`src/rtl/kplt_pkg.sv`:
```
`timescale 1ns / 1ps

package kplt_pkg;

  localparam int KEY_COUNT = 3;
  localparam int KEY_W     = (KEY_COUNT > 1) ? $clog2(KEY_COUNT) : 1;
  localparam int CNT_W     = 16;
  localparam int TIME_W    = 32;
  localparam int THR_W     = 16;
  localparam int CFG_IDX_W = 1;
  localparam int CFG_DAT_W = 16;

  localparam logic [CFG_IDX_W-1:0] CFG_THRESHOLD = 1'd0;
  localparam logic [CFG_IDX_W-1:0] CFG_PRESS_LVL = 1'd1;

  localparam logic [THR_W-1:0] THR_RESET = 16'd1000;

  localparam int IN_RAW_W  = KEY_COUNT + TIME_W;
  localparam int IN_DATA_W = ((IN_RAW_W + 7) / 8) * 8;
  localparam int OUT_RAW_W  = 2 + 2 * CNT_W;
  localparam int OUT_DATA_W = ((OUT_RAW_W + 7) / 8) * 8;

  typedef struct packed {
    logic              was_pressed;
    logic [TIME_W-1:0] start_time;
    logic              long_counted;
    logic              long_flag;
    logic [CNT_W-1:0]  press_total;
    logic [CNT_W-1:0]  long_total;
  } key_entry_t;

  typedef struct packed {
    logic is_pressed;
    logic is_long_pressed;
  } key_status_t;

endpackage

```
`src/rtl/key_press_long_press_tracker_top.sv`:
```
`timescale 1ns / 1ps
// Each accepted request is registered, then the sequencer visits keys 0 to KEY_COUNT-1 in order,
// registering one result per key; a new request is taken only once the last key is done.
// One entry is visited per cycle while out_tready does not stall the output register.
// Reset (rst_n low, synchronous): all key state reads as zero via per-entry valid bits,
// threshold 1000 ms, pressed level 0, no result pending.

module key_press_long_press_tracker_top (
  input  logic                                clk,
  input  logic                                rst_n,
  input  logic                                in_tvalid,
  output logic                                in_tready,
  // [2:0] key_levels, [34:3] now_ms, rest zero
  input  logic [kplt_pkg::IN_DATA_W-1:0]      in_tdata,
  output logic                                out_tvalid,
  input  logic                                out_tready,
  // [0] is_pressed, [1] is_long_pressed, [17:2] press_count, [33:18] long_press_count
  output logic [kplt_pkg::OUT_DATA_W-1:0]     out_tdata,
  // [1:0] key_index
  output logic [kplt_pkg::KEY_W-1:0]          out_tuser,
  output logic                                out_tlast,
  input  logic                                cfg_we,
  input  logic [kplt_pkg::CFG_IDX_W-1:0]      cfg_index,
  input  logic [kplt_pkg::CFG_DAT_W-1:0]      cfg_wdata
);

  localparam logic S_IDLE = 1'b0;
  localparam logic S_UPD  = 1'b1;

  localparam int ENT_W = $bits(kplt_pkg::key_entry_t);
  localparam logic [kplt_pkg::KEY_W-1:0] LAST_KEY = kplt_pkg::KEY_W'(kplt_pkg::KEY_COUNT - 1);

  logic                                state_r, state_nxt;
  logic [kplt_pkg::KEY_W-1:0]          key_r, key_nxt;
  logic [kplt_pkg::KEY_COUNT-1:0]      lev_r;
  logic [kplt_pkg::TIME_W-1:0]         now_r;
  logic [kplt_pkg::THR_W-1:0]          thr_r;
  logic                                plvl_r;

  logic [ENT_W-1:0]                    mem [kplt_pkg::KEY_COUNT];
  logic [kplt_pkg::KEY_COUNT-1:0]      valid_r;
  logic [ENT_W-1:0]                    rd_q_r;
  logic                                rd_vld_r;
  logic [kplt_pkg::KEY_W-1:0]          rd_addr;

  kplt_pkg::key_entry_t                cur_entry;
  kplt_pkg::key_entry_t                new_entry;
  kplt_pkg::key_status_t               status;

  logic                                out_valid_r;
  logic [kplt_pkg::OUT_DATA_W-1:0]     out_data_r;
  logic [kplt_pkg::KEY_W-1:0]          out_user_r;
  logic                                out_last_r;

  logic                                in_acc;
  logic                                adv;
  logic                                last;

  assign in_tready = (state_r == S_IDLE);
  assign in_acc    = in_tvalid && in_tready;
  assign last      = (key_r == LAST_KEY);
  assign adv       = (state_r == S_UPD) && (!out_valid_r || out_tready);
  assign rd_addr   = (adv && !last) ? key_r + 1'b1 : key_r;
  assign cur_entry = rd_vld_r ? kplt_pkg::key_entry_t'(rd_q_r) : '0;

  kplt_key_update u_upd (
    .entry         (cur_entry),
    .level         (lev_r[key_r]),
    .now_ms        (now_r),
    .threshold     (thr_r),
    .pressed_level (plvl_r),
    .entry_nxt     (new_entry),
    .status        (status)
  );

  always_comb begin
    state_nxt = state_r;
    key_nxt   = key_r;
    case (state_r)
      S_IDLE: begin
        key_nxt = '0;
        if (in_acc) begin
          state_nxt = S_UPD;
        end
      end
      S_UPD: begin
        if (adv) begin
          if (last) begin
            state_nxt = S_IDLE;
            key_nxt   = '0;
          end else begin
            key_nxt = key_r + 1'b1;
          end
        end
      end
      default: begin
        state_nxt = S_IDLE;
        key_nxt   = '0;
      end
    endcase
  end

  always_ff @(posedge clk) begin
    if (adv) begin
      mem[key_r] <= ENT_W'(new_entry);
    end
    rd_q_r <= mem[rd_addr];
  end

  always_ff @(posedge clk) begin
    if (!rst_n) begin
      state_r     <= S_IDLE;
      key_r       <= '0;
      valid_r     <= '0;
      rd_vld_r    <= 1'b0;
      thr_r       <= kplt_pkg::THR_RESET;
      plvl_r      <= 1'b0;
      out_valid_r <= 1'b0;
    end else begin
      state_r  <= state_nxt;
      key_r    <= key_nxt;
      rd_vld_r <= valid_r[rd_addr] || (adv && (rd_addr == key_r));
      if (adv) begin
        valid_r[key_r] <= 1'b1;
      end
      if (cfg_we) begin
        case (cfg_index)
          kplt_pkg::CFG_THRESHOLD: thr_r  <= cfg_wdata[kplt_pkg::THR_W-1:0];
          kplt_pkg::CFG_PRESS_LVL: plvl_r <= cfg_wdata[0];
          default: ;
        endcase
      end
      if (adv) begin
        out_valid_r <= 1'b1;
      end else if (out_tready) begin
        out_valid_r <= 1'b0;
      end
    end
  end

  always_ff @(posedge clk) begin
    if (in_acc) begin
      lev_r <= in_tdata[kplt_pkg::KEY_COUNT-1:0];
      now_r <= in_tdata[kplt_pkg::IN_RAW_W-1:kplt_pkg::KEY_COUNT];
    end
    if (adv) begin
      out_data_r <= kplt_pkg::OUT_DATA_W'({new_entry.long_total, new_entry.press_total,
                                           status.is_long_pressed, status.is_pressed});
      out_user_r <= key_r;
      out_last_r <= last;
    end
  end

  assign out_tvalid = out_valid_r;
  assign out_tdata  = out_data_r;
  assign out_tuser  = out_user_r;
  assign out_tlast  = out_last_r;

  a_acc_starts_key0: assert property (@(posedge clk) disable iff (!rst_n)
    in_acc |=> (state_r == S_UPD) && (key_r == '0))
    else $error("request did not start at key 0");

  a_adv_loads_out: assert property (@(posedge clk) disable iff (!rst_n)
    adv |=> out_tvalid)
    else $error("result not presented after update");

  a_last_idles: assert property (@(posedge clk) disable iff (!rst_n)
    (adv && last) |=> (state_r == S_IDLE))
    else $error("sequencer did not return to idle after last key");

  a_tlast_key: assert property (@(posedge clk) disable iff (!rst_n)
    (out_tvalid && out_tlast) |-> (out_tuser == LAST_KEY))
    else $error("tlast on a key other than the last");

  a_written_valid: assert property (@(posedge clk) disable iff (!rst_n)
    adv |=> valid_r[$past(key_r)])
    else $error("written entry not marked valid");

endmodule

```
`src/rtl/kplt_key_update.sv`:
```
`timescale 1ns / 1ps

module kplt_key_update (
  input  kplt_pkg::key_entry_t            entry,
  input  logic                            level,
  input  logic [kplt_pkg::TIME_W-1:0]     now_ms,
  input  logic [kplt_pkg::THR_W-1:0]      threshold,
  input  logic                            pressed_level,
  output kplt_pkg::key_entry_t            entry_nxt,
  output kplt_pkg::key_status_t           status
);

  logic                        pressed;
  logic [kplt_pkg::TIME_W-1:0] start;
  logic [kplt_pkg::TIME_W-1:0] elapsed;
  logic                        lc;

  always_comb begin
    pressed   = (level == pressed_level);
    entry_nxt = entry;
    start     = entry.was_pressed ? entry.start_time : now_ms;
    lc        = entry.was_pressed ? entry.long_counted : 1'b0;
    elapsed   = now_ms - start;
    if (pressed) begin
      if (!entry.was_pressed) begin
        entry_nxt.was_pressed  = 1'b1;
        entry_nxt.start_time   = now_ms;
        entry_nxt.long_counted = 1'b0;
        entry_nxt.press_total  = entry.press_total + 1'b1;
      end
      if (!lc && (elapsed >= kplt_pkg::TIME_W'(threshold))) begin
        entry_nxt.long_counted = 1'b1;
        entry_nxt.long_flag    = 1'b1;
        entry_nxt.long_total   = entry.long_total + 1'b1;
      end
    end else begin
      entry_nxt.was_pressed  = 1'b0;
      entry_nxt.long_counted = 1'b0;
      entry_nxt.long_flag    = 1'b0;
    end
    status.is_pressed      = pressed;
    status.is_long_pressed = entry_nxt.long_flag;
  end

endmodule
```
`config.mk`:
```
export PLATFORM = sky130hd
export DESIGN_NAME = key_press_long_press_tracker_top
export DESIGN_NICKNAME = d
export VERILOG_FILES = /design/src/rtl/kplt_pkg.sv /design/src/rtl/key_press_long_press_tracker_top.sv /design/src/rtl/kplt_key_update.sv
export SDC_FILE = /design/constraint.sdc
export NUM_CORES = 1
export LEC_CHECK = 0
export BUFFER_PORTS_ARGS = -buffer_cell sky130_fd_sc_hd__buf_2
export CAP_MARGIN = 20
export CORE_ASPECT_RATIO = 0.6
export CORE_MARGIN = 10
export CORE_UTILIZATION = 55
export DETAILED_ROUTE_END_ITERATION = 6
export GPL_ROUTABILITY_DRIVEN = 0
export PLACE_DENSITY = 0.73
export SYNTH_ARGS = -nofsm -noshare
export SYNTH_HDL_FRONTEND = slang
export SYNTH_SLANG_ARGS = --single-unit
```
`constraint.sdc`:
```
create_clock -name clk -period 6.49 [get_ports clk]
set_input_delay 0.649 -clock clk [delete_from_list [all_inputs] [get_ports clk]]
set_output_delay 0.649 -clock clk [all_outputs]
set_load 0.05 [all_outputs]
```
==> results list, run 1 <==
* Status: complete, no violations
* Share of layout cells above drive strength 1: 13.9%
- The final layout contains routed wiring with a total length of 35,600 um.
* Proportion of synthesized area in mux cells: 6.42%
* Final TNS setup: 0 ps
- Number of detailed-route iterations in the first pass: 5
* Die Width: 240 um
- Summed over all layers, the global routing overflow is 0.
- Count of endpoints failing setup in the final report: 0
* Top-count cell post-synth: sky130_fd_sc_hd__edfxtp_1
* Fin util: 63.3%
- Entering global routing, the biggest net connects 97 pins.
- Cell count after placement: 1,754
* Sequential cell area fraction in the yosys report: 62.6%
- Along the worst path, the maximum fanout reaches 15.
- The tightest min-delay check is of the primary input to register type.
- Residual DRC: 0
- In the finished design, the share of the clock period the worst path needs comes to 87.9%.
- Relative to the synthesized area, the layout overhead comes to 13.4%.
- GR Util met3: 4.70%
- Number of vias after detailed routing: 10,553
* PD cells: 321 mW/mm^2
- During placement, the flow inserted port buffers numbering 95.
- Leakage component of the power: 7.13 nW
* WP data required: 6810 ps
* Post-synth top area share: 51.1%
- Wire length of the first global-routing pass: 55,900 um
- The synthesized design contains 273 enable-type register cells.
- Sorting the synthesized cells by area gives the leading types as sky130_fd_sc_hd__edfxtp_1, sky130_fd_sc_hd__dfxtp_1, sky130_fd_sc_hd__mux2i_1.
- H-tree lvl count: 2
* RSZ-0062 raised after global routing: false
* Clock latency reported for the late side of the worst-skew pair: 530 ps
- In the routed layout, each cell is associated on average with a via count of 5.80.
- In this run, distinct cell masters in the synthesized netlist total 68.
* Number of buffers created by CTS: 35
- Synthesized area per cell: 12.1 um^2
- Headroom to the max-slew limit came out at 28.4%.
- The total area inside the core boundary comes to 0.0288 mm^2.
- During synthesis, Yosys emitted a total of 0 warnings.
- The smallest clock period supported by the final layout is computed as 5700 ps.
* Row Count: 48
- After detailed routing, the average wire length per cell comes to 19.6 um.
- Static timing analysis puts the maximum clock frequency at 175 MHz.
* Die Outline Area: 0.0366 mm^2
- The biggest area contributor in the post-synthesis netlist is sky130_fd_sc_hd__edfxtp_1.
- In the synthesized netlist the async set-or-reset flop fraction comes to 0%.
* Startpoint type of the worst setup path: register
- Pin placement for this block handled 107 I/O pins.
- Main combinational cell family by area after synthesis: compound AO/OA/AOI/OAI gates
* Class of the most critical setup path: register to register
* Count of state elements after synthesis: 365
- Critical path capture point type: register
- The synthesized netlist devotes 9.79% of its cell area to simple gates.
- The initial utilization of the core area, before any placement, comes to 55.8%.
- In this run the deepest clock path goes through 3 buffers.
* Layer with the highest usage: met1
- The via count of the first global-routing pass came to 10,092.
- Global-route met1 utilization: 27.9%
- TritonCTS clock tree: done
- The final hold violation count is 0.
- Clock-pin slew on the worst setup and hold paths: 70 ps
- Final cell count without fillers: 1,819
* Gr usage total: 19.0%
- The initial antenna violation count is 0.
- The most used flip-flop cell after synthesis is sky130_fd_sc_hd__edfxtp_1.
- The filler cells instantiated in the layout total 2,201.
* DP Wirelength: 23,200 um
* Synth Instances: 1,325
- Standard cell area after detailed placement: 0.0170 mm^2
- Post-synthesis compound-gate area fraction: 12.2%
- At the pin with the least slew margin, the transition time is 1060 ps.
- The detailed router finished its first iteration with 972 violations.
- Met2 usage: 27.7%
- The tree is rooted in a sky130_fd_sc_hd__clkbuf_16.
- Clock skew on the completed layout was measured at 15.3 ps.
- The clock drives 365 sinks.
- Leading cell types by count after synthesis: sky130_fd_sc_hd__edfxtp_1, sky130_fd_sc_hd__a21oi_1, sky130_fd_sc_hd__nor2_1
- Max-cap viol count: 0
- From bottom edge to top edge, the die measures 152 um.
* XOR/XNOR Fraction of Synth Area: 2.35%
* Hold buffer count at CTS: 0
- Count of nets left with antenna violations after detail routing: 0
- Post-synthesis instance area: 0.0160 mm^2
* Arrival time of the worst setup path: 6020 ps
- Final instance area: 0.0182 mm^2
- The count of final max-slew check failures is 0.
- Adder and majority gate portion of the synthesized area: 3.82%
- Final #Nets: 1,524
- Number of antenna diodes: 0
- Peak supply drop: 215 uV
-- critical path, stage by stage, from the launching register on --
cell and delay, ps:
sky130_fd_sc_hd__dfxtp_1 380, sky130_fd_sc_hd__and2_1 310, sky130_fd_sc_hd__nand2_1 80, sky130_fd_sc_hd__o21ai_0 120, sky130_fd_sc_hd__ha_1 250, sky130_fd_sc_hd__inv_1 80
sky130_fd_sc_hd__ha_1 230, sky130_fd_sc_hd__o22ai_1 220, sky130_fd_sc_hd__a2bb2oi_1 190, sky130_fd_sc_hd__or2_2 340, sky130_fd_sc_hd__nand3_1 110, sky130_fd_sc_hd__nand3_1 90
sky130_fd_sc_hd__o21ai_0 90, sky130_fd_sc_hd__a21oi_1 100, sky130_fd_sc_hd__ha_1 190, sky130_fd_sc_hd__a21o_1 150, sky130_fd_sc_hd__a211oi_1 240, sky130_fd_sc_hd__o211ai_1 120
sky130_fd_sc_hd__a21oi_1 310, sky130_fd_sc_hd__o32ai_1 160, sky130_fd_sc_hd__nor4_1 330, sky130_fd_sc_hd__nand3_1 180, sky130_fd_sc_hd__a2111oi_4 280, sky130_fd_sc_hd__buf_4 190
sky130_fd_sc_hd__a31oi_4 190, sky130_fd_sc_hd__a31o_2 310, sky130_fd_sc_hd__a21oi_1 260
-- cells by family after synthesis --
family,Yosys count
other cells,1
fa+ha+maj,50
simple gates,333
xor+xnor,43
mux,102
compound gates,318
buf+inv,113
flops,365
-- layout by cell type, fill, tap and decap left out, types with 5 or more instances in the layout --
cell                        Yosys  routed
sky130_fd_sc_hd__nor2b_1       12      11
sky130_fd_sc_hd__a31oi_1        8       8
sky130_fd_sc_hd__buf_2          2      95
sky130_fd_sc_hd__nor2_1       125     125
sky130_fd_sc_hd__o21a_1        14      14
sky130_fd_sc_hd__clkbuf_1      51       5
sky130_fd_sc_hd__xor2_1        22      22
sky130_fd_sc_hd__a21oi_1      165     165
sky130_fd_sc_hd__nand2b_1      14      14
sky130_fd_sc_hd__and4_1        11      11
sky130_fd_sc_hd__or3_1          6       6
sky130_fd_sc_hd__nand3_1       18      17
sky130_fd_sc_hd__a21boi_0      13      13
sky130_fd_sc_hd__ha_1          44      44
sky130_fd_sc_hd__conb_1         1       6
sky130_fd_sc_hd__nor3_1         7       7
sky130_fd_sc_hd__inv_1         46      46
sky130_fd_sc_hd__mux2_2         7       7
sky130_fd_sc_hd__mux2i_1       95      93
sky130_fd_sc_hd__and3_1        10       7
sky130_fd_sc_hd__clkbuf_16      0      38
sky130_fd_sc_hd__buf_4          6      18
sky130_fd_sc_hd__a21o_1         9       9
sky130_fd_sc_hd__nand4_1       26      26
sky130_fd_sc_hd__edfxtp_1     273     273
sky130_fd_sc_hd__nand2_1       82      81
sky130_fd_sc_hd__xnor2_1       21      20
sky130_fd_sc_hd__and2_1        13      12
sky130_fd_sc_hd__o21ai_0       35      35
sky130_fd_sc_hd__a211oi_1       8       8
sky130_fd_sc_hd__o211ai_1       9       9
sky130_fd_sc_hd__a22o_1        12      12
sky130_fd_sc_hd__clkinv_2       0       5
sky130_fd_sc_hd__dfxtp_1       92      92
-- area by class of cell --
| type | count | area, um^2 | share of cell area (%) |
|---|---|---|---|
| clock buffer | 47 | 1020 | 5.63 |
| clock inverter | 16 | 168 | 0.921 |
| inverter | 47 | 176 | 0.969 |
| multi-input combinational | 852 | 5630 | 31.0 |
| sequential | 365 | 10000 | 55.2 |
| tap | 375 | 469 | 2.58 |
| timing repair buffer | 117 | 686 | 3.77 |
-- final timing paths --
| check | to | startpoint | cells after the start | slack [ps] |
|---|---|---|---|---|
| worst min-delay path | now_r[2]$_DFFE_PP_ | in_tdata[5] | 1 | 300 |
| worst max-delay path | mem[0][7]$_DFFE_PP_ | rd_q_r[66]$_DFF_P_ | 26 | 790 |
| worst min register to register | valid_r[1]$_SDFFE_PN0P_ | valid_r[1]$_SDFFE_PN0P_ | 1 | 470 |
| worst max register to register | mem[0][7]$_DFFE_PP_ | rd_q_r[66]$_DFF_P_ | 26 | 790 |
-- routing by layer --
layer  wire length, um  vias up  part of all wire [%]
li1                  -     5085                     -
met1             17000     5088                    48
met2             15300      337                    43
met3              2760       43                   7.7
met4               529        0                   1.5
met5                 0        -                     0
-- power breakdown --
part | internal, W | total [W] | switching [W]
combinational | 0.000335 | 0.000936 | 0.000601
sequential | 0.00271 | 0.00279 | 0.0000842
clock | 0.00124 | 0.00211 | 0.000872
-- registers in the layout, summed over array words and instances, names as in the netlist, 2 cells and up --
register and count:
now_r 32, valid_r 3, out_tuser 2, thr_r 16, lev_r 3, key_r 2
rd_q_r 67, mem 201, out_tdata 34
-- through the flow --
step | setup slack (ps) | total power [W] | hold slack, ps
floorplan | 1000 | 0.00349 | 440
global placement | 855 | 0.00372 | 447
detailed placement | 688 | 0.00375 | 453
CTS | 647 | 0.00586 | 274
global route | 121 | 0.00607 | 276
finish | 786 | 0.00583 | 297
-- what timing repair did --
item                                    CTS  global route
endpoints found under the setup margin    0            36
setup buffers                             0             1
gates resized for setup                   0             4
Power figures use the tool's default switching activity.
==> inputs of run 2 (changes only) <==
Settings changed: ABC_AREA from default to 1, GPL_ROUTABILITY_DRIVEN 0 to default.
==> run 2 against run 1 <==
Compared with the run above: sequential cell count unchanged; critical path depth is 1 higher; combinational power up 25%; setup slack better by 720 ps; clock skew increased by 4.9 ps; synthesized area is 3.7% higher; clock power shrank 5%; cell count grew 23%; power increased by 4.2%; maximum frequency grew 14%; non-clock buffer count down 8; core utilization decreased by 1.1 points; critical endpoint unchanged; largest cell class unchanged; highest routed layer unchanged.
==> results list, run 2 <==
* Setup slack, reg-to-reg: 1510 ps (+720 ps)
- The logic depth of the worst register-to-register path was 27 (+3.8%).
- The count of warnings emitted by yosys came to 0 (unchanged).
- Hold buffer count at CTS: 0 (unchanged)
- Most flop-heavy register: mem
* Post-layout minimum cycle time: 4980 ps (-719 ps)
- The pin count of the biggest net entering global routing came to 70 (-28%).
* Synthesized area per cell: 9.64 um^2 (-20%)
* Die Width: 245 um (+1.7%)
- Fmax: 201 MHz (+14%)
- Residual DRC: 0 (unchanged)
- The number of placed instances, taps included was 2,178 (+24%).
* Dpl ws: 1540 ps (+856 ps)
- The buffers inserted during post-CTS setup optimization was 0 (unchanged).
- Final instance area: 0.0186 mm^2 (+2.0%)
- Gr usage total: 20.5% (+1.4 points)
- The congestion estimate from routability-driven global placement came to 0.953.
- Critical path capture point type: register
- The number of buffers on the longest clock path came to 3 (unchanged).
- Count of state elements after synthesis: 365 (unchanged)
- The endpoint identified for the worst register-to-register timing path is mem[0][7]$_DFFE_PP_.
* Routed length on met1: 18,600 um (+9.5%)
- Class of the most critical hold timing path: primary input to register
- The final clock skew was 20.2 ps (+4.94 ps).
* Area leader, netlist: sky130_fd_sc_hd__edfxtp_1
* Total global routing overflow: 0 (unchanged)
- Final cell count without fillers: 2,241 (+23%)
* Ports placed on the boundary: 107 (unchanged)
- The CTS buffer count came to 34 (-2.9%).
- The post-synthesis cell type count came to 40 (-41%).
- The number of buffer cells added on primary ports was 95 (unchanged).
* PD cells: 328 mW/mm^2 (+2.2%)
- Clock latency reported for the late side of the worst-skew pair: 550 ps (+20 ps)
- The worst setup margin came to 1510 ps (+719 ps).
- The ratio of cells with drive above 1 in the final layout is 10.8% (-3.1 points).
* Starting DRC count in detailed routing: 1,203 (+24%)
- Standard cell area after detailed placement: 0.0174 mm^2 (+2.7%)
- Effective utilization at floorplan: 55.7% (-0.058 points)
* Status: complete, no violations
- Worst-path maximum fanout: 48 (+33)
- The hold slack came to 284 ps (-13.2 ps).
* Core region area: 0.0299 mm^2 (+3.8%)
- The overall die area is 0.0378 mm^2 (+3.3%).
* Area added between synthesis and finish: 11.6%
- CTS Sinks: 365 (unchanged)
- Number of enable-type register cells in the synthesized netlist: 273 (unchanged)
- The vertical die dimension is 155 um (+1.6%).
- Via count of the first global-routing pass: 11,584 (+15%)
- The final hold violation count was 0 (unchanged).
- Count of nets left with antenna violations after detail routing: 0 (unchanged)
- The number of vias in the routed layout is 12,178 (+15%).
* Fraction of registers with async set/reset: 0% (unchanged)
- Row Count: 49 (+2.1%)
- The cell area after technology mapping is 0.0166 mm^2 (+3.7%).
- Number of detailed-route iterations in the first pass: 5 (unchanged)
- Number of gates resized after cts: 0 (unchanged)
* Arrival time of the worst setup path: 5270 ps (-750 ps)
- Sequential cell area fraction in the yosys report: 60.4% (-2.2 points)
- Top-count cell post-synth: sky130_fd_sc_hd__nand2_1
* Top_reg_cell synth: sky130_fd_sc_hd__edfxtp_1
- The startpoint identified for the worst hold timing path is in_tdata[3].
- Synth area leaders: sky130_fd_sc_hd__edfxtp_1, sky130_fd_sc_hd__dfxtp_1, sky130_fd_sc_hd__nand2_1
* Max_slew headroom: 26.9% (-1.5 points)
* Leading cell types by count after synthesis: sky130_fd_sc_hd__nand2_1, sky130_fd_sc_hd__edfxtp_1, sky130_fd_sc_hd__inv_1
- The setup TNS was 0 ps (unchanged).
- The critical path is of the register to register type.
- Crit path from: rd_vld_r$_SDFF_PN0_
- WP data required: 6780 ps (-30 ps)
* Number of antenna diodes: 0 (unchanged)
- Transition time of the tightest slew-check pin: 1100 ps (+36.5 ps)
- The switching fraction of total power is 30.0% (+3.3 points).
- Max-cap viol count: 0 (unchanged)
- The final wirelength is 39,500 um (+11%).
* Commonest cells after routing, fill and taps aside: sky130_fd_sc_hd__nand2_1, sky130_fd_sc_hd__edfxtp_1, sky130_fd_sc_hd__inv_1
* Hold Path Cell Cnt: 1 (unchanged)
- The share of the cycle needed by the critical path after routing came to 76.8% (-11 points).
- Portion of total power attributed to combinational logic: 19.3% (+3.3 points)
- Leakage component of the power: 7.84 nW (+9.9%)
- Startpoint type of the worst setup path: register
* Clock-pin slew on the worst setup and hold paths: 70 ps (about the same)
* Peak supply drop: 230 uV (+7.4%)
- Switching Power: 0.00182 W (+17%)
- Clk pwr share: 33.0% (-3.1 points)
- The count of endpoints failing setup in the final report was 0 (unchanged).
* RSZ-0062 raised after global routing: false
- The first-pass GRT wire length was 62,200 um (+11%).
* Synth Instances: 1,726 (+30%)
* Met3 Wirelength: 2750 um (about the same)
* Max FFs per register: 201 (unchanged)
* TritonCTS clock tree: done
- In this run the top signal layer used is met4.
* DR WL/cell: 17.6 um (-10%)
- Post-synth top area share: 49.3% (-1.8 points)
- The wire length on met2 came to 17,500 um (+14%).
- The tree is rooted in a sky130_fd_sc_hd__clkbuf_16.
- Slew Viols, Final: 0 (unchanged)
* Post-DR vias/cell: 5.43 (-6.3%)
- The initial antenna violation count came to 0 (unchanged).
- The worst hold path terminates at now_r[0]$_DFFE_PP_.
- The internal power is 0.00426 W (-0.53%).
- The H-tree depth is 2 (unchanged).
- Final #Nets: 1,913 (+26%)
- Most common library cell in the layout ignoring fill and taps: sky130_fd_sc_hd__nand2_1
- The startpoint identified for the worst register-to-register timing path is rd_vld_r$_SDFF_PN0_.
- The proportion of power drawn by flip-flops and latches was 47.7% (about the same).
- DP Wirelength: 25,800 um (+11%)
## run 2: cell families after synthesis
| logic type | Yosys count | synth area share (%) |
|---|---|---|
| and+or+nand+nor | 701 | 17.7 |
| DFF | 365 | 60.4 |
| AOI/OAI and AO/OA | 297 | 9.40 |
| buffers and inverters | 273 | 6.71 |
| adders and majority gates | 44 | 3.31 |
| xor gates and xnor gates | 28 | 1.47 |
| muxes | 17 | 1.02 |
| other | 1 | 0.0225 |
## run 2: area by class of cell
| class | instances | area [um^2] |
|---|---|---|
| Inverter | 204 | 768 |
| Tap cell | 408 | 510 |
| Sequential cell | 365 | 10000 |
| Clock buffer | 45 | 943 |
| Timing Repair Buffer | 109 | 593 |
| Clock inverter | 17 | 174 |
| Fill cell | 2474 | 11300 |
| Multi-Input combinational cell | 1093 | 5530 |
## run 2: per-stage QoR
stage                     power, W  utilization [%]
after floorplan            0.00377                -
after global placement     0.00407             58.3
after detailed placement   0.00410             58.3
after CTS                  0.00610             62.1
after global routing       0.00638             62.2
final                      0.00608             62.2
## run 2: worst max path at each step
stage,endpoint,slack (ps),depth (start not counted)
2_1_floorplan,state_r$_SDFF_PN0_,2100,7
3_3_place_gp,out_tdata[25]$_DFFE_PP_,1660,27
3_5_place_dp,mem[1][7]$_DFFE_PP_,1540,27
4_1_cts,out_tdata[23]$_DFFE_PP_,1530,27
5_1_grt,mem[1][7]$_DFFE_PP_,1050,27
6_report,mem[0][7]$_DFFE_PP_,1510,27
## run 2: layer usage
layer / vias up / track usage, %
met1: 5821 / 29.3
met2: 342 / 31.3
met5: - / 0
met4: 0 / 5.07
met3: 50 / 4.13
li1: 5965 / -
## run 2: critical path, cell delays in order, from the launching register on
cell and delay [ps]:
sky130_fd_sc_hd__dfxtp_2 570, sky130_fd_sc_hd__buf_4 560, sky130_fd_sc_hd__nand2_1 130, sky130_fd_sc_hd__nand2_1 120, sky130_fd_sc_hd__nand2_1 70, sky130_fd_sc_hd__ha_1 340
sky130_fd_sc_hd__inv_1 70, sky130_fd_sc_hd__nor2_1 200, sky130_fd_sc_hd__nand2_1 140, sky130_fd_sc_hd__nor2_1 120, sky130_fd_sc_hd__nand2_1 60, sky130_fd_sc_hd__nand2_1 100
sky130_fd_sc_hd__xor2_1 180, sky130_fd_sc_hd__ha_1 280, sky130_fd_sc_hd__a21oi_1 140, sky130_fd_sc_hd__o21ai_0 90, sky130_fd_sc_hd__nor2_1 110, sky130_fd_sc_hd__nand2_1 50
sky130_fd_sc_hd__nor2_1 120, sky130_fd_sc_hd__nand2_1 70, sky130_fd_sc_hd__nor2_1 80, sky130_fd_sc_hd__nand2_1 60, sky130_fd_sc_hd__nor2_2 200, sky130_fd_sc_hd__nand2_2 380
sky130_fd_sc_hd__nand3_1 190, sky130_fd_sc_hd__nand2_1 70, sky130_fd_sc_hd__nand2_1 100, sky130_fd_sc_hd__inv_1 90
## run 2: power groups by stage
stage,clock network (W),logic (W),registers (W)
2_1_floorplan,0,0.000789,0.00298
3_3_place_gp,0,0.00113,0.00294
3_5_place_dp,0,0.00116,0.00294
4_1_cts,0.00203,0.00117,0.00290
5_1_grt,0.00214,0.00133,0.00292
6_report,0.00201,0.00117,0.00290
==> inputs of run 3 (changes only) <==
Settings changed: ABC_AREA 1 to 0.
Clock period 6.49 ns to 4.7 ns, I/O delays scaled along.
==> run 3 against run 2 <==
Compared with the run above: worst hold slack worse by 170 ps; power up 34%; maximum frequency increased by 5.4%; global-route usage decreased by 0.39 points; the run now ends with negative setup slack left; cell count is 14% lower; clock-buffer cell count is 2 lower; setup slack got worse by 1500 ps; combinational power is 38% higher; highest routed layer unchanged.
==> results list, run 3 (synthesis gave the netlist of run 1 again) <==
- The flow ran to the end, but the final reports show violations.
- Violated checks: negative setup slack
- The vertical die dimension is 152 um (-1.6%).
- TritonCTS built the clock tree.
* Max-cap viol count: 0 (unchanged)
- The count of final max-slew check failures is 0 (unchanged).
* Clock tree buffer depth: 3 (unchanged)
- The slew at the pin closest to its max-slew limit was 1050 ps (-50.6 ps).
- The share of the cycle needed by the critical path after routing came to 101% (+24 points).
* Final-report hold violation count: 0 (unchanged)
- The number of inserted diodes came to 0 (unchanged).
- The final wirelength came to 37,500 um (-5.1%).
- Count of nets left with antenna violations after detail routing: 0 (unchanged)
- The signal on the critical path passes through and2_4, o21ai_4, ha_4, inv_4, ha_4, o22ai_4, a2bb2oi_2, or2_4, buf_6, o21a_1, a21oi_2, xnor2_1, ha_2, a211oi_2, nor2_2, a2111oi_2, nand4_1, nor4_2, nand3_1, a2111oi_4, a31oi_2, buf_6, and4_1, o21a_1.
* Final cell count without fillers: 1,928 (-14%)
* Final GP Congestion: 1.00 (+5.1%)
- CTS Sinks: 365 (unchanged)
- Clock-pin slew on the worst setup and hold paths: 70 ps (about the same)
* Share of layout cells above drive strength 1: 23.6% (+13 points)
* PD cells: 420 mW/mm^2 (+28%)
- Die Outline Area: 0.0366 mm^2 (-3.2%)
- Core region area: 0.0288 mm^2 (-3.7%)
- Layer with the highest usage: met1
- The total leakage power came to 7.68 nW (-2.0%).
- Most flop-heavy register: mem
- Area occupied by multi-input gates: 0.00608 mm^2 (+10%)
- The kind of cell with the highest combined delay along the critical path is compound AO/OA/AOI/OAI gates.
- Max_slew headroom: 29.9% (+3.0 points)
* Critical path capture point type: register
- Maximum single-stage delay on the critical path: 390 ps (-180 ps)
* Number of buffers created by CTS: 34 (unchanged)
- The total power was 0.00815 W (+34%).
- The global-route total usage across every layer was 20.1% (-0.39 points).
* Number of vias after detailed routing: 10,931 (-10%)
- The buffers plus inverters on the worst setup path came to 3 (unchanged).
- The met2 layer usage reported by global route came to 29.6% (-1.7 points).
- The data required time at the worst endpoint was 4980 ps (-1800 ps).
- Leaving out fill and tap cells, the most frequent cells in the layout are sky130_fd_sc_hd__edfxtp_1, sky130_fd_sc_hd__a21oi_1, sky130_fd_sc_hd__buf_4.
* Most common library cell in the layout ignoring fill and taps: sky130_fd_sc_hd__edfxtp_1
- The number of buffer cells added on primary ports is 95 (unchanged).
- The detailed-route DRC error count is 0 (unchanged).
* Post-layout minimum cycle time: 4730 ps (-256 ps)
- Setup repair after global routing could not meet its margin everywhere.
- The routed wirelength normalized by instance count is 19.4 um (+10%).
* RR Startpoint: rd_q_r[66]$_DFF_P_
- The worst setup margin is -28.6 ps (-1530 ps).
- Sequential standard cell area: 0.0100 mm^2 (about the same)
- The data arrival time at the worst-slack endpoint was 5010 ps (-260 ps).
- Via count of the first global-routing pass: 10,667 (-7.9%)
- The worst IR drop on VDD is 343 uV (+49%).
- H-tree lvl count: 2 (unchanged)
- Starting DRC count in detailed routing: 798 (-34%)
- Global-route met1 utilization: 29.8% (+0.45 points)
- The maximum clock rate is 211 MHz (+5.4%).
* Clock latency reported for the late side of the worst-skew pair: 540 ps (about the same)
- The met3 track demand over resource in global routing came to 3.74% (-0.39 points).
* Number of detailed-route iterations in the first pass: 5 (unchanged)
- The I/O pin count is 107 (unchanged).
- Effective utilization at floorplan: 55.8% (+0.058 points)
* Final #Nets: 1,634 (-15%)
* Startpoint type of the worst setup path: register
- Layout filler cell count: 2,128 (-14%)
* Final TNS setup: -217 ps (-217 ps)
- Launch point of the worst hold path: in_tdata[20]
- The highest net fanout along the worst path was 7 (-85%).
* Die Width: 240 um (-1.6%)
- Wire length of the first global-routing pass: 58,500 um (-6.1%)
* Area added between synthesis and finish: 20.9%
* Post-DR vias/cell: 5.67 (+4.3%)
* Max FFs per register: 201 (unchanged)
- Row Count: 48 (-2.0%)
- The final core utilization came to 67.4% (+5.3 points).
- The cell sitting at the root of the clock tree is a sky130_fd_sc_hd__clkbuf_16.
- By startpoint and endpoint, the worst setup path is classified as register to register.
- In this run the worst setup path begins at rd_q_r[66]$_DFF_P_.
- Total global routing overflow: 0 (unchanged)
- Hold Slack: 115 ps (-170 ps)
- The pin count of the biggest net entering global routing came to 71 (+1.4%).
* Layout Skew: 25.7 ps (+5.47 ps)
* DP Wirelength: 24,500 um (-5.1%)
- The count of endpoints failing setup in the final report is 12 (+12).
* Slowest-stage cell, CP: sky130_fd_sc_hd__a2111oi_4
- Cell count after placement: 1,857 (-15%)
- The initial antenna violation count is 0 (unchanged).
* Class of the most critical hold timing path: primary input to register
[run 3: cell type report]
type                       count  share of cell area [%]
tap                          375                    2.42
timing repair buffer         228                    7.98
clock buffer                  43                    4.72
inverter                      47                   0.922
sequential                   365                    51.8
multi-input combinational    852                    31.3
clock inverter                18                   0.851
[run 3: per-stage QoR]
| step | area (um^2) | setup WS, ps |
|---|---|---|
| finish | 19400 | -28.6 |
| global route | 19400 | -290 |
| CTS | 19100 | -86.7 |
| detailed placement | 17800 | -321 |
| global placement | 17800 | -232 |
| floorplan | 16200 | 7.14 |
[run 3: final timing paths]
kind | cells past startpoint | end | slack, ps
worst max register to register | 24 | mem[2][8]$_DFFE_PP_ | -30
worst max-delay path | 24 | mem[2][8]$_DFFE_PP_ | -30
worst min register to register | 2 | thr_r[1]$_SDFFE_PN0P_ | 470
worst min-delay path | 1 | now_r[17]$_DFFE_PP_ | 110
[run 3: power breakdown]
part	internal [W]	switching, W	leakage (nW)	total (W)
clock	0.00150	0.00118	0.516	0.00269
sequential	0.00374	0.000121	3.34	0.00386
combinational	0.000672	0.000938	3.82	0.00161
total	0.00591	0.00224	7.68	0.00815
[run 3: routing by layer]
metal	up-vias	routed length [um]
met1	5281	18200
met4	0	694
met5	-	0
li1	5320	-
met2	277	16400
met3	53	2190
[run 3: worst reg2reg max path, stage by stage, from the launching register on]
cell                        delay [ps]
sky130_fd_sc_hd__dfxtp_2           320
sky130_fd_sc_hd__and2_4            170
sky130_fd_sc_hd__o21ai_4           180
sky130_fd_sc_hd__ha_4              180
sky130_fd_sc_hd__inv_4              40
sky130_fd_sc_hd__ha_4              160
sky130_fd_sc_hd__o22ai_4           190
sky130_fd_sc_hd__a2bb2oi_2          90
sky130_fd_sc_hd__or2_4             260
sky130_fd_sc_hd__buf_6             120
sky130_fd_sc_hd__o21a_1            180
sky130_fd_sc_hd__a21oi_2           120
sky130_fd_sc_hd__xnor2_1            80
sky130_fd_sc_hd__ha_2              180
sky130_fd_sc_hd__a211oi_2          190
sky130_fd_sc_hd__nor2_2             90
sky130_fd_sc_hd__a2111oi_2         220
sky130_fd_sc_hd__nand4_1           150
sky130_fd_sc_hd__nor4_2            270
sky130_fd_sc_hd__nand3_1           160
sky130_fd_sc_hd__a2111oi_4         390
sky130_fd_sc_hd__a31oi_2           170
sky130_fd_sc_hd__buf_6             170
sky130_fd_sc_hd__and4_1            190
sky130_fd_sc_hd__o21a_1            220
[run 3: what timing repair did]
action,4_1_cts,5_1_grt
gates resized for setup,48,40
endpoints found under the setup margin,71,71
pin swaps,24,10
setup buffers,8,1
gates cloned,1,0
hold buffers,0,0
hold endpoints to repair,0,0
